[src/skvt_pkg.sv]
// skvt_pkg: shared types and codes for the sorted key/handle table.
// Used by skvt_cell and sorted_key_value_table_unit; no dependencies.
package skvt_pkg;

    localparam int KEY_W    = 32;
    localparam int HANDLE_W = 32;
    localparam int RANK_W   = 6;
    localparam int STATUS_W = 3;
    localparam int ENTRIES_W = 7;

    // command codes carried in the low bits of an input beat
    typedef enum logic [1:0] {
        CMD_FIND   = 2'd0,
        CMD_INSERT = 2'd1,
        CMD_REMOVE = 2'd2,
        CMD_RANK   = 2'd3
    } cmd_t;

    // result status codes
    localparam logic [STATUS_W-1:0] STAT_OK      = 3'd0;
    localparam logic [STATUS_W-1:0] STAT_ABSENT  = 3'd1;
    localparam logic [STATUS_W-1:0] STAT_PRESENT = 3'd2;
    localparam logic [STATUS_W-1:0] STAT_FULL    = 3'd3;
    localparam logic [STATUS_W-1:0] STAT_RANK    = 3'd4;

    // shift command broadcast to every cell in the update cycle
    typedef struct packed {
        logic ins;   // open a gap at the insert point and drop the new entry in
        logic rem;   // close the gap at the matching entry
    } cell_ctrl_t;

endpackage

[src/skvt_cell.sv]
// skvt_cell: one slot of the sorted table; holds a key and handle,
// compares against the incoming key and shifts to/from its neighbors. Uses skvt_pkg.
module skvt_cell #(
    parameter int CNT_W = 7,
    parameter int IDX   = 0
) (
    input  logic                          clk,
    input  logic                          rst_n,
    // compare phase, taken on the accepted input beat
    input  logic                          cmp_en,
    input  logic [skvt_pkg::KEY_W-1:0]    cmp_key,
    input  logic [skvt_pkg::RANK_W-1:0]   cmp_rank,
    input  logic [CNT_W-1:0]              count,
    // update phase
    input  skvt_pkg::cell_ctrl_t          ctrl,
    input  logic [skvt_pkg::KEY_W-1:0]    new_key,
    input  logic [skvt_pkg::HANDLE_W-1:0] new_handle,
    input  logic                          left_lt,
    input  logic [skvt_pkg::KEY_W-1:0]    left_key,
    input  logic [skvt_pkg::HANDLE_W-1:0] left_handle,
    input  logic [skvt_pkg::KEY_W-1:0]    right_key,
    input  logic [skvt_pkg::HANDLE_W-1:0] right_handle,
    // state and flags seen by neighbors and the top level
    output logic                          lt,
    output logic                          eq,
    output logic                          rsel,
    output logic [skvt_pkg::KEY_W-1:0]    key,
    output logic [skvt_pkg::HANDLE_W-1:0] handle
);
    import skvt_pkg::*;

    logic                occ;
    logic                lt_reg, eq_reg, rsel_reg;
    logic [KEY_W-1:0]    key_reg, key_next;
    logic [HANDLE_W-1:0] handle_reg, handle_next;

    // slot holds a live entry when it sits below the count
    assign occ = (CNT_W'(IDX) < count);

    // compare flags, registered on the accepted beat
    always_ff @(posedge clk or negedge rst_n)
    begin
        if (!rst_n)
        begin
            lt_reg   <= 1'b0;
            eq_reg   <= 1'b0;
            rsel_reg <= 1'b0;
        end
        else if (cmp_en)
        begin
            lt_reg   <= occ && ($signed(key_reg) < $signed(cmp_key));
            eq_reg   <= occ && (key_reg == cmp_key);
            rsel_reg <= occ && (32'(IDX) == 32'(cmp_rank));
        end
    end

    // shift network: slots at or above the insert/remove point move
    always_comb
    begin
        key_next    = key_reg;
        handle_next = handle_reg;
        if (ctrl.ins && !lt_reg)
        begin
            if (left_lt)
            begin
                key_next    = new_key;
                handle_next = new_handle;
            end
            else
            begin
                key_next    = left_key;
                handle_next = left_handle;
            end
        end
        else if (ctrl.rem && !lt_reg)
        begin
            key_next    = right_key;
            handle_next = right_handle;
        end
    end

    // payload, no reset
    always_ff @(posedge clk)
    begin
        key_reg    <= key_next;
        handle_reg <= handle_next;
    end

    assign lt     = lt_reg;
    assign eq     = eq_reg;
    assign rsel   = rsel_reg;
    assign key    = key_reg;
    assign handle = handle_reg;

endmodule

[config.mk]
export PLATFORM = sky130hd
export DESIGN_NAME = skvt_cell
export DESIGN_NICKNAME = d
export VERILOG_FILES = /design/src/skvt_pkg.sv /design/src/skvt_cell.sv
export SDC_FILE = /design/constraint.sdc
export NUM_CORES = 1
export LEC_CHECK = 0
export BUFFER_PORTS_ARGS = -buffer_cell sky130_fd_sc_hd__buf_2
export CAP_MARGIN = 40
export CORE_AREA = 2 2 120 122
export DETAILED_ROUTE_END_ITERATION = 6
export DIE_AREA = 0 0 122 124
export GPL_TIMING_DRIVEN = 0
export PLACE_DENSITY = 0.66
export RECOVER_POWER = 100
export SLEW_MARGIN = 20
export SYNTH_ARGS = -nofsm -noshare
export SYNTH_HDL_FRONTEND = slang
export SYNTH_SLANG_ARGS = --single-unit
[constraint.sdc]
create_clock -name clk -period 8.8 [get_ports clk]
set_input_delay 0.44 -clock clk [delete_from_list [all_inputs] [get_ports clk]]
set_output_delay 0.44 -clock clk [all_outputs]
set_load 0.02 [all_outputs]
== After elaboration in Yosys (flattened, before gate mapping) ==
Cells that the tools add are included.
Word-level totals
  bits in registers: 67
  logic and storage cells: 22
Operators by class
  order comparisons: 2
  multiplexer cells: 6
  reduce and logical (&&, ||, !) cells: 8
  eq/ne operators: 1
Operators by type and width (count)
  32-bit two-way mux: 6
  32-bit equality test: 1
  32-bit less-than comparator: 1
  1-bit by 7-bit less-than comparator with 1-bit output, first input constant: 1
  6-bit zero test: 1
  1-bit logical AND: 5
  2-bit nonzero test: 1
  1-bit zero test: 1

== Logic depth before layout (Yosys ltp) ==
Gate-level depths: netlist of the first run.
  depth after elaboration: 4
  mapped depth: 8
  mapped depth without buffers: 8

== Least setup slack after synthesis of the first run ==
OpenSTA, ideal clock, no wires.
  path type: register to register
  start: register lt_reg (netlist: lt)
  end: register handle_reg[0] (netlist: handle[0]) (enable)
  data required time: 8.312 ns
  library setup time: 0.488 ns
  path slack: 5.132 ns
  cell stages (with the launch flop): 2
  clock period less this slack: 3.668 ns
  arrival: 3.179 ns
  buffers on the path: 0
  cells stage by stage: dfrtp_1 nor2_1
Between the ends
  cells in the longest elaborated chain, start to end: 3
Ends and longest elaborated chain
  start: declaration: RTL line skvt_cell.sv:33  | logic lt_reg, eq_reg, rsel_reg;
  start signal: assignment: RTL line skvt_cell.sv:51  | lt_reg <= occ && ($signed(key_reg) < $signed(cmp_key));
  1-bit zero test (*): RTL line skvt_cell.sv:62, skvt_cell.sv:75
  1-bit logical AND, on equally long branches: RTL line skvt_cell.sv:62, skvt_cell.sv:75
  2-bit nonzero test (no line) (*)
  end signal: assignment: RTL line skvt_cell.sv:86  | handle_reg <= handle_next;
  end: declaration: RTL line skvt_cell.sv:35  | logic [HANDLE_W-1:0] handle_reg, handle_next;
Mark *: on every way between the ends. The rest lies on a longest branch, timed or not.
A chain may end at the register's enable or synchronous reset.

== Final worst setup path of the first run ==
  start: register lt_reg (netlist: lt)
  end: register key_reg[17] (netlist: key[17]) (enable)
Between the ends
  cells in the longest elaborated chain, start to end: 3
Ends and longest elaborated chain
  1-bit zero test (*): RTL line skvt_cell.sv:62, skvt_cell.sv:75
  1-bit logical AND, on equally long branches: RTL line skvt_cell.sv:62, skvt_cell.sv:75
  2-bit nonzero test (no line) (*)
  end signal: assignment: RTL line skvt_cell.sv:85  | key_reg <= key_next;
  end: declaration: RTL line skvt_cell.sv:34  | logic [KEY_W-1:0] key_reg, key_next;
Marked as above.

==> results of run 1 <==
-- per-stage QoR --
stage	worst slack [ns]	utilization (%)	hold slack [ns]
finish	5.77	45.2	0.296
global route	5.49	45.2	0.283
CTS	6.72	46.2	0.279
detailed placement	6.70	43.9	0.238
global placement	3.63	43.5	0.236
floorplan	5.13	-	0.144
-- cells in the final DEF (no fill, tap or decap), drive strengths merged, types with 2 or more instances in the layout --
cell,count
a211o,2
edfxtp,64
dfrtp,3
clkbuf,94
bufinv,2
nand4,7
nand2,75
nand2b,2
o41ai,2
mux2i,64
a21oi,15
nor4,2
nand3,3
nor2,7
or4,2
ha,32
o21ai,69
clkinv,3
inv,34
buf,247
-- timing repair --
action,in CTS,in global routing
hold buffers,1,0
endpoints found under the setup margin,0,0
hold endpoints to repair,3,0
-- worst max-delay path: stages, from the launching register on --
cell,delay [ns]
dfrtp_1,0.46
nor2_1,1.05
clkbuf_1,1.11
-- worst paths after layout --
kind                           end  slack [ns]  depth (start not counted)
setup / recovery           key[17]        5.77                          2
hold / removal                rsel        0.30                          2
setup reg to reg           key[17]        5.77                          2
hold reg to reg               rsel        0.49                          2
max in group asynchronous       eq        8.20                          2
min in group asynchronous       lt        0.45                          2
-- cell type report --
cell class	instances	area share, %
clock inverters	6	1.29
inverters	34	2.06
clock buffers	10	3.70
diodes	1	0.0404
multi-input cells	290	31.8
repair buffers	311	23.8
well taps	180	3.63
flip-flops and latches	67	32.2
plain buffers	21	1.41
-- logic make-up (layout without fill, tap and decap cells) --
logic type,after synthesis,after routing
AO/OA/AOI/OAI,94,94
flip-flops,67,67
buffers and inverters,55,382
AND/OR/NAND/NOR,100,100
adder cells (fa/ha/maj),32,32
other,0,1
multiplexers,64,64
-- power by group --
| part | internal (µW) | switching, µW | total (µW) |
|---|---|---|---|
| combinational | 179 | 398 | 577 |
| clock | 245 | 130 | 376 |
| sequential | 508 | 48.1 | 556 |
| total | 932 | 577 | 1510 |
-- routing by layer --
| layer | vias to the layer above | routed length, µm | GRT usage [%] |
|---|---|---|---|
| met5 | - | 13 | 0 |
| met4 | 2 | 302 | 7.47 |
| met3 | 21 | 892 | 4.08 |
| met2 | 153 | 7030 | 31.6 |
| met1 | 1901 | 5270 | 19.8 |
| li1 | 2138 | - | - |
==> key figures, run 1 <==
Critical path
  • Worst EP arrival: 2.96 ns
  • Critical Path Start: lt
  • Critical Path End Type: flip-flop
  • Setup crit start kind: flip-flop
  • FF-to-FF Start: lt
  • WP data required: 8.73 ns
  • CP max FO: 25
  • Crit path kind: reg -> reg

Layout
  • Multi-input logic area: 0.00197 mm²
  • Reg area: 0.00200 mm²
  • Layout net count: 1009
  • P&R area growth vs syn: 47.6%
  • Design Area, Final: 0.00620 mm²
  • Fillers: 1417
  • Share of cells above drive strength 1: 35.5%
  • Final non-filler cell total: 920

Synthesis
  • Netlist cell types: 30
  • Sequential fraction of the synthesis area: 47.6%
  • Count of yosys warnings during synthesis: 0
  • Commonest cells in the netlist: 75 x nand2_1, 68 x o21ai_0, 64 x edfxtp_1, 64 x mux2i_1, 34 x inv_1
  • XOR/XNOR share of the synthesized area: 0%
  • Ys async rst share: 4.48%
  • Multiplexer share of the synthesized area: 15.3%
  • Synth area leader: edfxtp_1
  • Largest family of logic cells by synthesized area: multiplexers
  • Synth Area in Compound Gates: 12.3%
  • Yosys reg bits: 67
  • Top-area cell type share of the netlist area: 45.8%
  • Top area cells in the synthesized netlist: edfxtp_1 46%, mux2i_1 15%, ha_1 9.5%
  • Syn Nets: 687
  • Post-synth top flop: edfxtp_1
  • Simple-gate share of the synthesized area: 10.0%
  • Cell area after synthesis: 0.00420 mm²
  • Synth Area in Adders: 9.54%
  • EDFF count, synth: 64
  • Post-synthesis cell count: 412
  • Top-count cell post-synth: nand2_1
  • Mean area per synthesized cell: 10.2 µm²

STA
  • Setup Viol. Count Final: 0
  • Final Hold Fails: 0
  • Tmin final: 3.03 ns
  • Setup Skew: 0.00474 ns
  • Final slew viol count: 0
  • Fin crit share: 34.4%
  • Max Clock Freq: 0.330 GHz
  • Worst Tran Pin Value: 1.42 ns
  • RSZ-0062 raised after global routing: no
  • Setup total negative slack: 0 ns
  • Slew HR: 5.59%

Hold path
  • Hold path start: cmp_rank[1]
  • Worst min-delay path category: in -> reg

Die
  • Starting Density: 30.6%
  • Die extent in y: 124 µm
  • Die span in x: 122 µm
  • Die ar.: 0.0151 mm²
  • IO Count: 310
  • Core Footprint: 0.0137 mm²
  • Rows: 43

Run status
  • Status: complete, no violations

Clock network
  • H-tree levels: 3
  • CTS resizes: 0
  • Clock Latency Late Sink: 0.33 ns
  • Clock buffer depth: 2
  • CTS Root Cell: clkbuf_16
  • Post-CTS setup buffers: 0
  • Clk sink count: 67
  • CTS tree: done
  • Clock-pin slew on the worst setup and hold paths: 0.05 ns
  • Clock buffer count from CTS: 9

Power and ir drop
  • Pwr/cell area: 243 mW/mm²
  • Maximum ir drop on the vdd rail: 0.152 mV
  • Leak Pwr: 0.00308 µW
  • Power consumption: 1510 µW

Route
  • Vias: 4215
  • Residual DRC: 0
  • 1st-pass router iterations: 4
  • Final wirelength: 13500 µm
  • Vias per cell: 4.58
  • DR WL/cell: 14.7 µm
  • Final ANT Viol Nets: 0
  • Initial DRC Count: 123

Placed design
  • Final HPWL DP: 11500 µm
  • Routability cong.: 0.766
  • Port Buf Inserts: 308
  • Placed cells: 902
  • Area after DPL: 0.00602 mm²

Global routing
  • Pin count of the biggest net entering global routing: 26
  • Grt total ovfl: 0
  • First-pass GRT wire length: 19900 µm
  • Gr usage total: 17.5%
  • Initial antenna violation count: 2
  • Vias in the first global route: 4131

Flow run
  • Max_cap viols: 0
No activity file was read; power rests on OpenSTA's default activity.
==> run 2, diff against run 1 <==
--- a/config.mk
+++ b/config.mk
@@ -5,11 +5,12 @@
 export SDC_FILE = /design/constraint.sdc
 export NUM_CORES = 1
 export LEC_CHECK = 0
+export ABC_AREA = 1
 export BUFFER_PORTS_ARGS = -buffer_cell sky130_fd_sc_hd__buf_2
 export CAP_MARGIN = 40
-export CORE_AREA = 2 2 120 122
+export CORE_AREA = 2 2 121 123
 export DETAILED_ROUTE_END_ITERATION = 6
-export DIE_AREA = 0 0 122 124
+export DIE_AREA = 0 0 123 125
 export GPL_TIMING_DRIVEN = 0
 export PLACE_DENSITY = 0.66
 export RECOVER_POWER = 100
==> constraint.sdc (replaced) <==
create_clock -name clk -period 3.02 [get_ports clk]
set_input_delay 0.151 -clock clk [delete_from_list [all_inputs] [get_ports clk]]
set_output_delay 0.151 -clock clk [all_outputs]
set_load 0.02 [all_outputs]
==> run 2 against run 1 <==
Cell count up 11%. Via count rose by 12%. Total power rose to 2.5 times the previous value. Die area is 1.6% higher. Synthesized cell count rose by 24%.
==> key figures, run 2 <==
Synthesis
  • EDFF count, synth: 64
  • Sequential fraction of the synthesis area: 47.4%
  • Mean area per synthesized cell: 8.28 µm²
  • Ys async rst share: 4.48%
  • Post-synth top flop: edfxtp_1
  • Top-count cell post-synth: nand2_1
  • Netlist cell types: 25
  • Syn Nets: 784
  • Commonest cells in the netlist: 163 x nand2_1, 78 x nor2_1, 65 x a31oi_1
  • Cell area after synthesis: 0.00421 mm²
  • Top area cells in the synthesized netlist: edfxtp_1 46%, nand2_1 15%, a31oi_1 9.6%
  • Post-synthesis cell count: 509
  • Yosys reg bits: 67
  • Count of yosys warnings during synthesis: 0
  • Top-area cell type share of the netlist area: 45.6%
  • Synth area leader: edfxtp_1

Route
  • DR WL/cell: 14.8 µm
  • Residual DRC: 0
  • Initial DRC Count: 204
  • Vias: 4734
  • Final ANT Viol Nets: 0
  • Final wirelength: 15200 µm
  • Vias per cell: 4.63
  • 1st-pass router iterations: 4

Placed design
  • Worst Setup Slack post-DPL: 1.28 ns
  • Final HPWL DP: 12300 µm
  • Routability cong.: 0.901
  • Area after DPL: 0.00605 mm²
  • Port Buf Inserts: 309

STA
  • Max Clock Freq: 0.452 GHz
  • Slew HR: 14.3%
  • Final Hold Fails: 0
  • RSZ-0062 raised after global routing: no
  • Tmin final: 2.21 ns
  • Fin crit share: 73.3%
  • Worst Tran Pin Value: 1.28 ns
  • Setup WS post-layout: 0.807 ns
  • Setup Viol. Count Final: 0
  • Final slew viol count: 0
  • Setup Skew: 0.00908 ns

Clock network
  • Clock-pin slew on the worst setup and hold paths: 0.05 ns
  • CTS Root Cell: clkbuf_16
  • Clk sink count: 67
  • Post-CTS setup buffers: 0
  • Clock buffer depth: 2
  • Clock buffer count from CTS: 9
  • CTS tree: done
  • CTS resizes: 0
  • Clock Latency Late Sink: 0.34 ns
  • H-tree levels: 3

Critical path
  • Critical Path End Type: flip-flop
  • Crit path kind: reg -> reg
  • CP max FO: 10
  • Buf/Inv on CP: 2
  • WP data required: 3.15 ns
  • CP Cell Sequence: nor2_1 > clkbuf_1 > clkbuf_1 > nor2_1 > a31oi_1
  • Setup crit start kind: flip-flop
  • Family with the most delay on the worst path: buffers and inverters
  • Slowest cell on the critical path: clkbuf_1
  • CP peak stage delay: 0.52 ns
  • Worst EP arrival: 2.34 ns

Global routing
  • First-pass GRT wire length: 23100 µm
  • Initial antenna violation count: 4
  • Gr usage total: 19.6%
  • Pin count of the biggest net entering global routing: 27
  • Vias in the first global route: 4639
  • Grt total ovfl: 0

Power and ir drop
  • Combinational share of power: 35.3%
  • Net Switching: 1370 µW
  • Sw frac: 36.3%
  • Int Power: 2410 µW
  • Leak Pwr: 0.00305 µW
  • Clock Power Share: 27.3%
  • Maximum ir drop on the vdd rail: 0.348 mV
  • Flop pwr share: 37.4%
  • Pwr/cell area: 607 mW/mm²

Hold path
  • Worst min-delay path category: in -> reg

Die
  • Die extent in y: 125 µm
  • Core Footprint: 0.0142 mm²
  • Die span in x: 123 µm
  • Starting Density: 29.7%
  • Rows: 44
  • IO Count: 310
  • Die ar.: 0.0154 mm²

Layout
  • P&R area growth vs syn: 48.1%
  • Commonest non-fill, non-tap cell in the layout: buf_2
  • Layout net count: 1107
  • Design Area, Final: 0.00624 mm²
  • Final Core Density: 43.9%
  • Most frequent cells in the layout: 251 x buf_2, 163 x nand2_1, 82 x clkbuf_1
  • Share of cells above drive strength 1: 33.3%

Flow run
  • Max_cap viols: 0

Run status
  • Status: complete, no violations
-- run 2: cell count changes after synthesis, moves of 6 or more --
cell | previous run | this run
inv_1 | 34 | 40
nor2_1 | 7 | 78
o21ai_0 | 68 | 2
nand2_1 | 75 | 163
mux2i_1 | 64 | 0
a31oi_1 | 0 | 65
buf_4 | 0 | 6
-- run 2: cell families (layout without fill, tap and decap cells) --
group	Yosys count	count (layout)	share of synthesized area [%]
flip-flops	67	67	47.4
adder cells (fa/ha/maj)	32	32	9.50
AND/OR/NAND/NOR	251	251	22.8
buffers and inverters	71	399	7.30
other	0	2	0
AO/OA/AOI/OAI	88	88	13.0
-- run 2: worst paths after layout --
| path | start | endpoint | slack [ns] | cells past startpoint |
|---|---|---|---|---|
| setup / recovery | lt | key[8] | 0.81 | 5 |
| hold / removal | cmp_en | lt | 0.12 | 4 |
| setup reg to reg | lt | key[8] | 0.81 | 5 |
| hold reg to reg | eq | eq | 0.50 | 1 |
| max in group asynchronous | rst_n | eq | 2.69 | 2 |
| min in group asynchronous | rst_n | rsel | 0.18 | 2 |
-- run 2: power groups by stage --
stage	Sequential, µW	Combinational [µW]	Clock (µW)
after floorplan	1680	564	0
after global placement	1440	1360	0
after detailed placement	1430	1420	0
after CTS	1420	1420	1060
after global routing	1440	1500	1110
final	1420	1340	1030
-- run 2: per-layer routing --
layer / wire length [µm] / up-vias / GRT usage, %
met2: 7360 / 199 / 32.8
met1: 6060 / 2113 / 22.9
li1: - / 2376 / -
met4: 446 / 4 / 8.42
met3: 1270 / 42 / 5.98
met5: 27 / - / 0
-- run 2: per-stage QoR --
stage | hold WS, ns | TNS, ns | cells | power (µW)
global route | 0.129 | 0 | 1021 | 4040
finish | 0.118 | 0 | 1023 | 3790
global placement | -0.0509 | -24.93 | 1002 | 2800
CTS | 0.113 | 0 | 1021 | 3900
floorplan | -0.145 | 0 | 509 | 2250
detailed placement | -0.0505 | 0 | 1004 | 2850
-- run 2: repair_timing --
action,CTS,global route
hold buffers,1,0
hold endpoints to repair,3,0
setup endpoints to repair,0,0
-- run 2: worst register-to-register path: cells and delay by family, from the launching register on --
kind,cells,cell delay (ns)
AOI/OAI and AO/OA,1,0.27
and+or+nand+nor,2,0.33
buffers and inverters,2,0.99
DFF,1,0.42
-- run 2: cell type report --
| type | count | area, µm² |
|---|---|---|
| Clock buffer | 9 | 225 |
| Clock inverter | 7 | 68.8 |
| Antenna cell | 2 | 5.00 |
| Inverter | 44 | 165 |
| Buffer | 27 | 125 |
| Timing Repair Buffer | 312 | 1520 |
| Tap cell | 184 | 230 |
| Fill cell | 1566 | 7960 |
| Sequential cell | 67 | 2000 |
| Multi-Input combinational cell | 371 | 1910 |
==> run 3, diff against run 2 <==
==> constraint.sdc (replaced) <==
create_clock -name clk -period 2.24 [get_ports clk]
set_input_delay 0.112 -clock clk [delete_from_list [all_inputs] [get_ports clk]]
set_output_delay 0.112 -clock clk [all_outputs]
set_load 0.02 [all_outputs]
==> run 3 against run 2 <==
Combinational power grew 33%. Register-to-register slack lost 0.39 ns. Global-route usage grew 0.43 points. Non-clock buffer count unchanged. Design area is essentially flat. Critical path type unchanged. Highest routed layer unchanged.
==> key figures, run 3 (synthesis results as in run 2) <==
Run status
  • Status: complete, no violations

Layout
  • Commonest non-fill, non-tap cell in the layout: buf_2
  • Final non-filler cell total: 1022
  • Layout net count: 1107
  • Share of cells above drive strength 1: 33.6%
  • P&R area growth vs syn: 48.1%
  • Most frequent cells in the layout: 251 x buf_2, 163 x nand2_1, 81 x clkbuf_1

Global routing
  • Initial antenna violation count: 3
  • Vias in the first global route: 4567
  • Gr usage total: 20.0%
  • Pin count of the biggest net entering global routing: 28
  • Grt total ovfl: 0
  • First-pass GRT wire length: 23300 µm

Placed design
  • Final HPWL DP: 12400 µm
  • Port Buf Inserts: 309
  • Routability cong.: 0.898
  • Placed cells: 1004

Clock network
  • Clock-pin slew on the worst setup and hold paths: 0.05 ns
  • CTS Root Cell: clkbuf_16
  • Clock Latency Late Sink: 0.33 ns
  • H-tree levels: 3
  • CTS tree: done
  • Clock buffer count from CTS: 9
  • Clock buffer depth: 2
  • Post-CTS setup buffers: 0
  • Clk sink count: 67

STA
  • Setup Skew: 0.00782 ns
  • Tmin final: 1.83 ns
  • Setup Viol. Count Final: 0
  • Final slew viol count: 0
  • Final Hold Fails: 0
  • Fin crit share: 81.5%
  • Final Hold Slack: 0.0772 ns
  • Worst Tran Pin Value: 0.721 ns
  • Slew HR: 51.9%
  • Max Clock Freq: 0.548 GHz
  • RSZ-0062 raised after global routing: no

Critical path
  • CP peak stage delay: 0.65 ns
  • Slowest cell on the critical path: clkbuf_2
  • Critical Path End Type: flip-flop
  • CP max FO: 27
  • Worst EP arrival: 1.79 ns
  • CP Cell Sequence: nor2_4 > clkbuf_2
  • WP data required: 2.20 ns
  • Buf/Inv on CP: 1
  • Crit path kind: reg -> reg
  • Family with the most delay on the worst path: buffers and inverters
  • Setup crit start kind: flip-flop

Hold path
  • Worst min-delay path category: in -> reg

Route
  • Vias per cell: 4.62
  • Final wirelength: 15400 µm
  • Residual DRC: 0
  • Initial DRC Count: 208
  • Final ANT Viol Nets: 0
  • DR WL/cell: 15.1 µm
  • 1st-pass router iterations: 5
  • Vias: 4720

Die
  • Die extent in y: 125 µm
  • Core Footprint: 0.0142 mm²
  • Starting Density: 29.7%
  • IO Count: 310
  • Rows: 44
  • Die span in x: 123 µm
  • Die ar.: 0.0154 mm²

Power and ir drop
  • Pwr/cell area: 835 mW/mm²
  • Leak Pwr: 0.00306 µW
  • Maximum ir drop on the vdd rail: 0.343 mV

Flow run
  • Max_cap viols: 0
==> run 3: changes by cell type in the layout (fill, tap and decap cells not counted) <==
cell       delta
buf_12        -1
buf_16        -1
buf_4         +2
bufinv_16     +1
clkbuf_1      -1
clkbuf_2      +2
clkinv_1      -1
clkinv_2      -1
diode_2       -1
nor2_2        -1
nor2_4        +1
==> run 3: final timing paths <==
path	startpoint	end	slack (ns)	depth (start not counted)
max in group asynchronous	rst_n	eq	1.93	2
max	lt	handle[12]	0.41	2
min reg2reg	eq	eq	0.50	1
max reg2reg	lt	handle[12]	0.41	2
min in group asynchronous	rst_n	rsel	0.14	2
min	cmp_en	lt	0.08	4
==> run 3: final cells by class <==
type	instances	area, µm²
multi-input cells	371	1910
inverters	44	165
plain buffers	27	133
clock inverters	6	90.1
clock buffers	10	229
flip-flops and latches	67	2000
repair buffers	312	1480
fillers	1507	7960
well taps	184	230
diodes	1	2.50
==> run 3: worst register-to-register path: cells and delay by family, from the launching register on <==
family | cells | cell delay, ns
buffers and inverters | 1 | 0.65
flip-flops | 1 | 0.43
AND/OR/NAND/NOR | 1 | 0.36
==> run 3: metal layers <==
layer	vias up	track usage, %	share of wire, %
li1	2382	-	-
met1	2089	24.0	40
met2	208	33.6	48
met3	39	4.61	8.5
met4	2	9.09	3.2
met5	-	0	0.071
==> run 3: what timing repair did <==
action                     in CTS  in global routing
setup endpoints to repair       0                  0
hold buffers                    1                  0
hold endpoints to repair        3                  0
resized for setup               0                  0
==> run 3: report_power, final <==
| part | switching (µW) | internal (µW) | total, µW | leakage, µW |
|---|---|---|---|---|
| clock network | 543 | 976 | 1520 | 0.000153 |
| logic | 1190 | 585 | 1780 | 0.00225 |
| registers | 131 | 1780 | 1910 | 0.000653 |
| total | 1870 | 3340 | 5210 | 0.00306 |
==> run 3: stage by stage <==
step	power [µW]	area [µm²]	setup TNS (ns)	worst slack, ns	utilization, %
after floorplan	3030	4220	0	0.341	-
after global placement	3780	6000	-3.51	-0.0602	42.2
after detailed placement	3840	6040	0	0.469	42.5
after CTS	5380	6370	0	0.459	44.8
after global routing	5530	6240	0	0.225	43.9
final	5210	6240	0	0.414	43.9
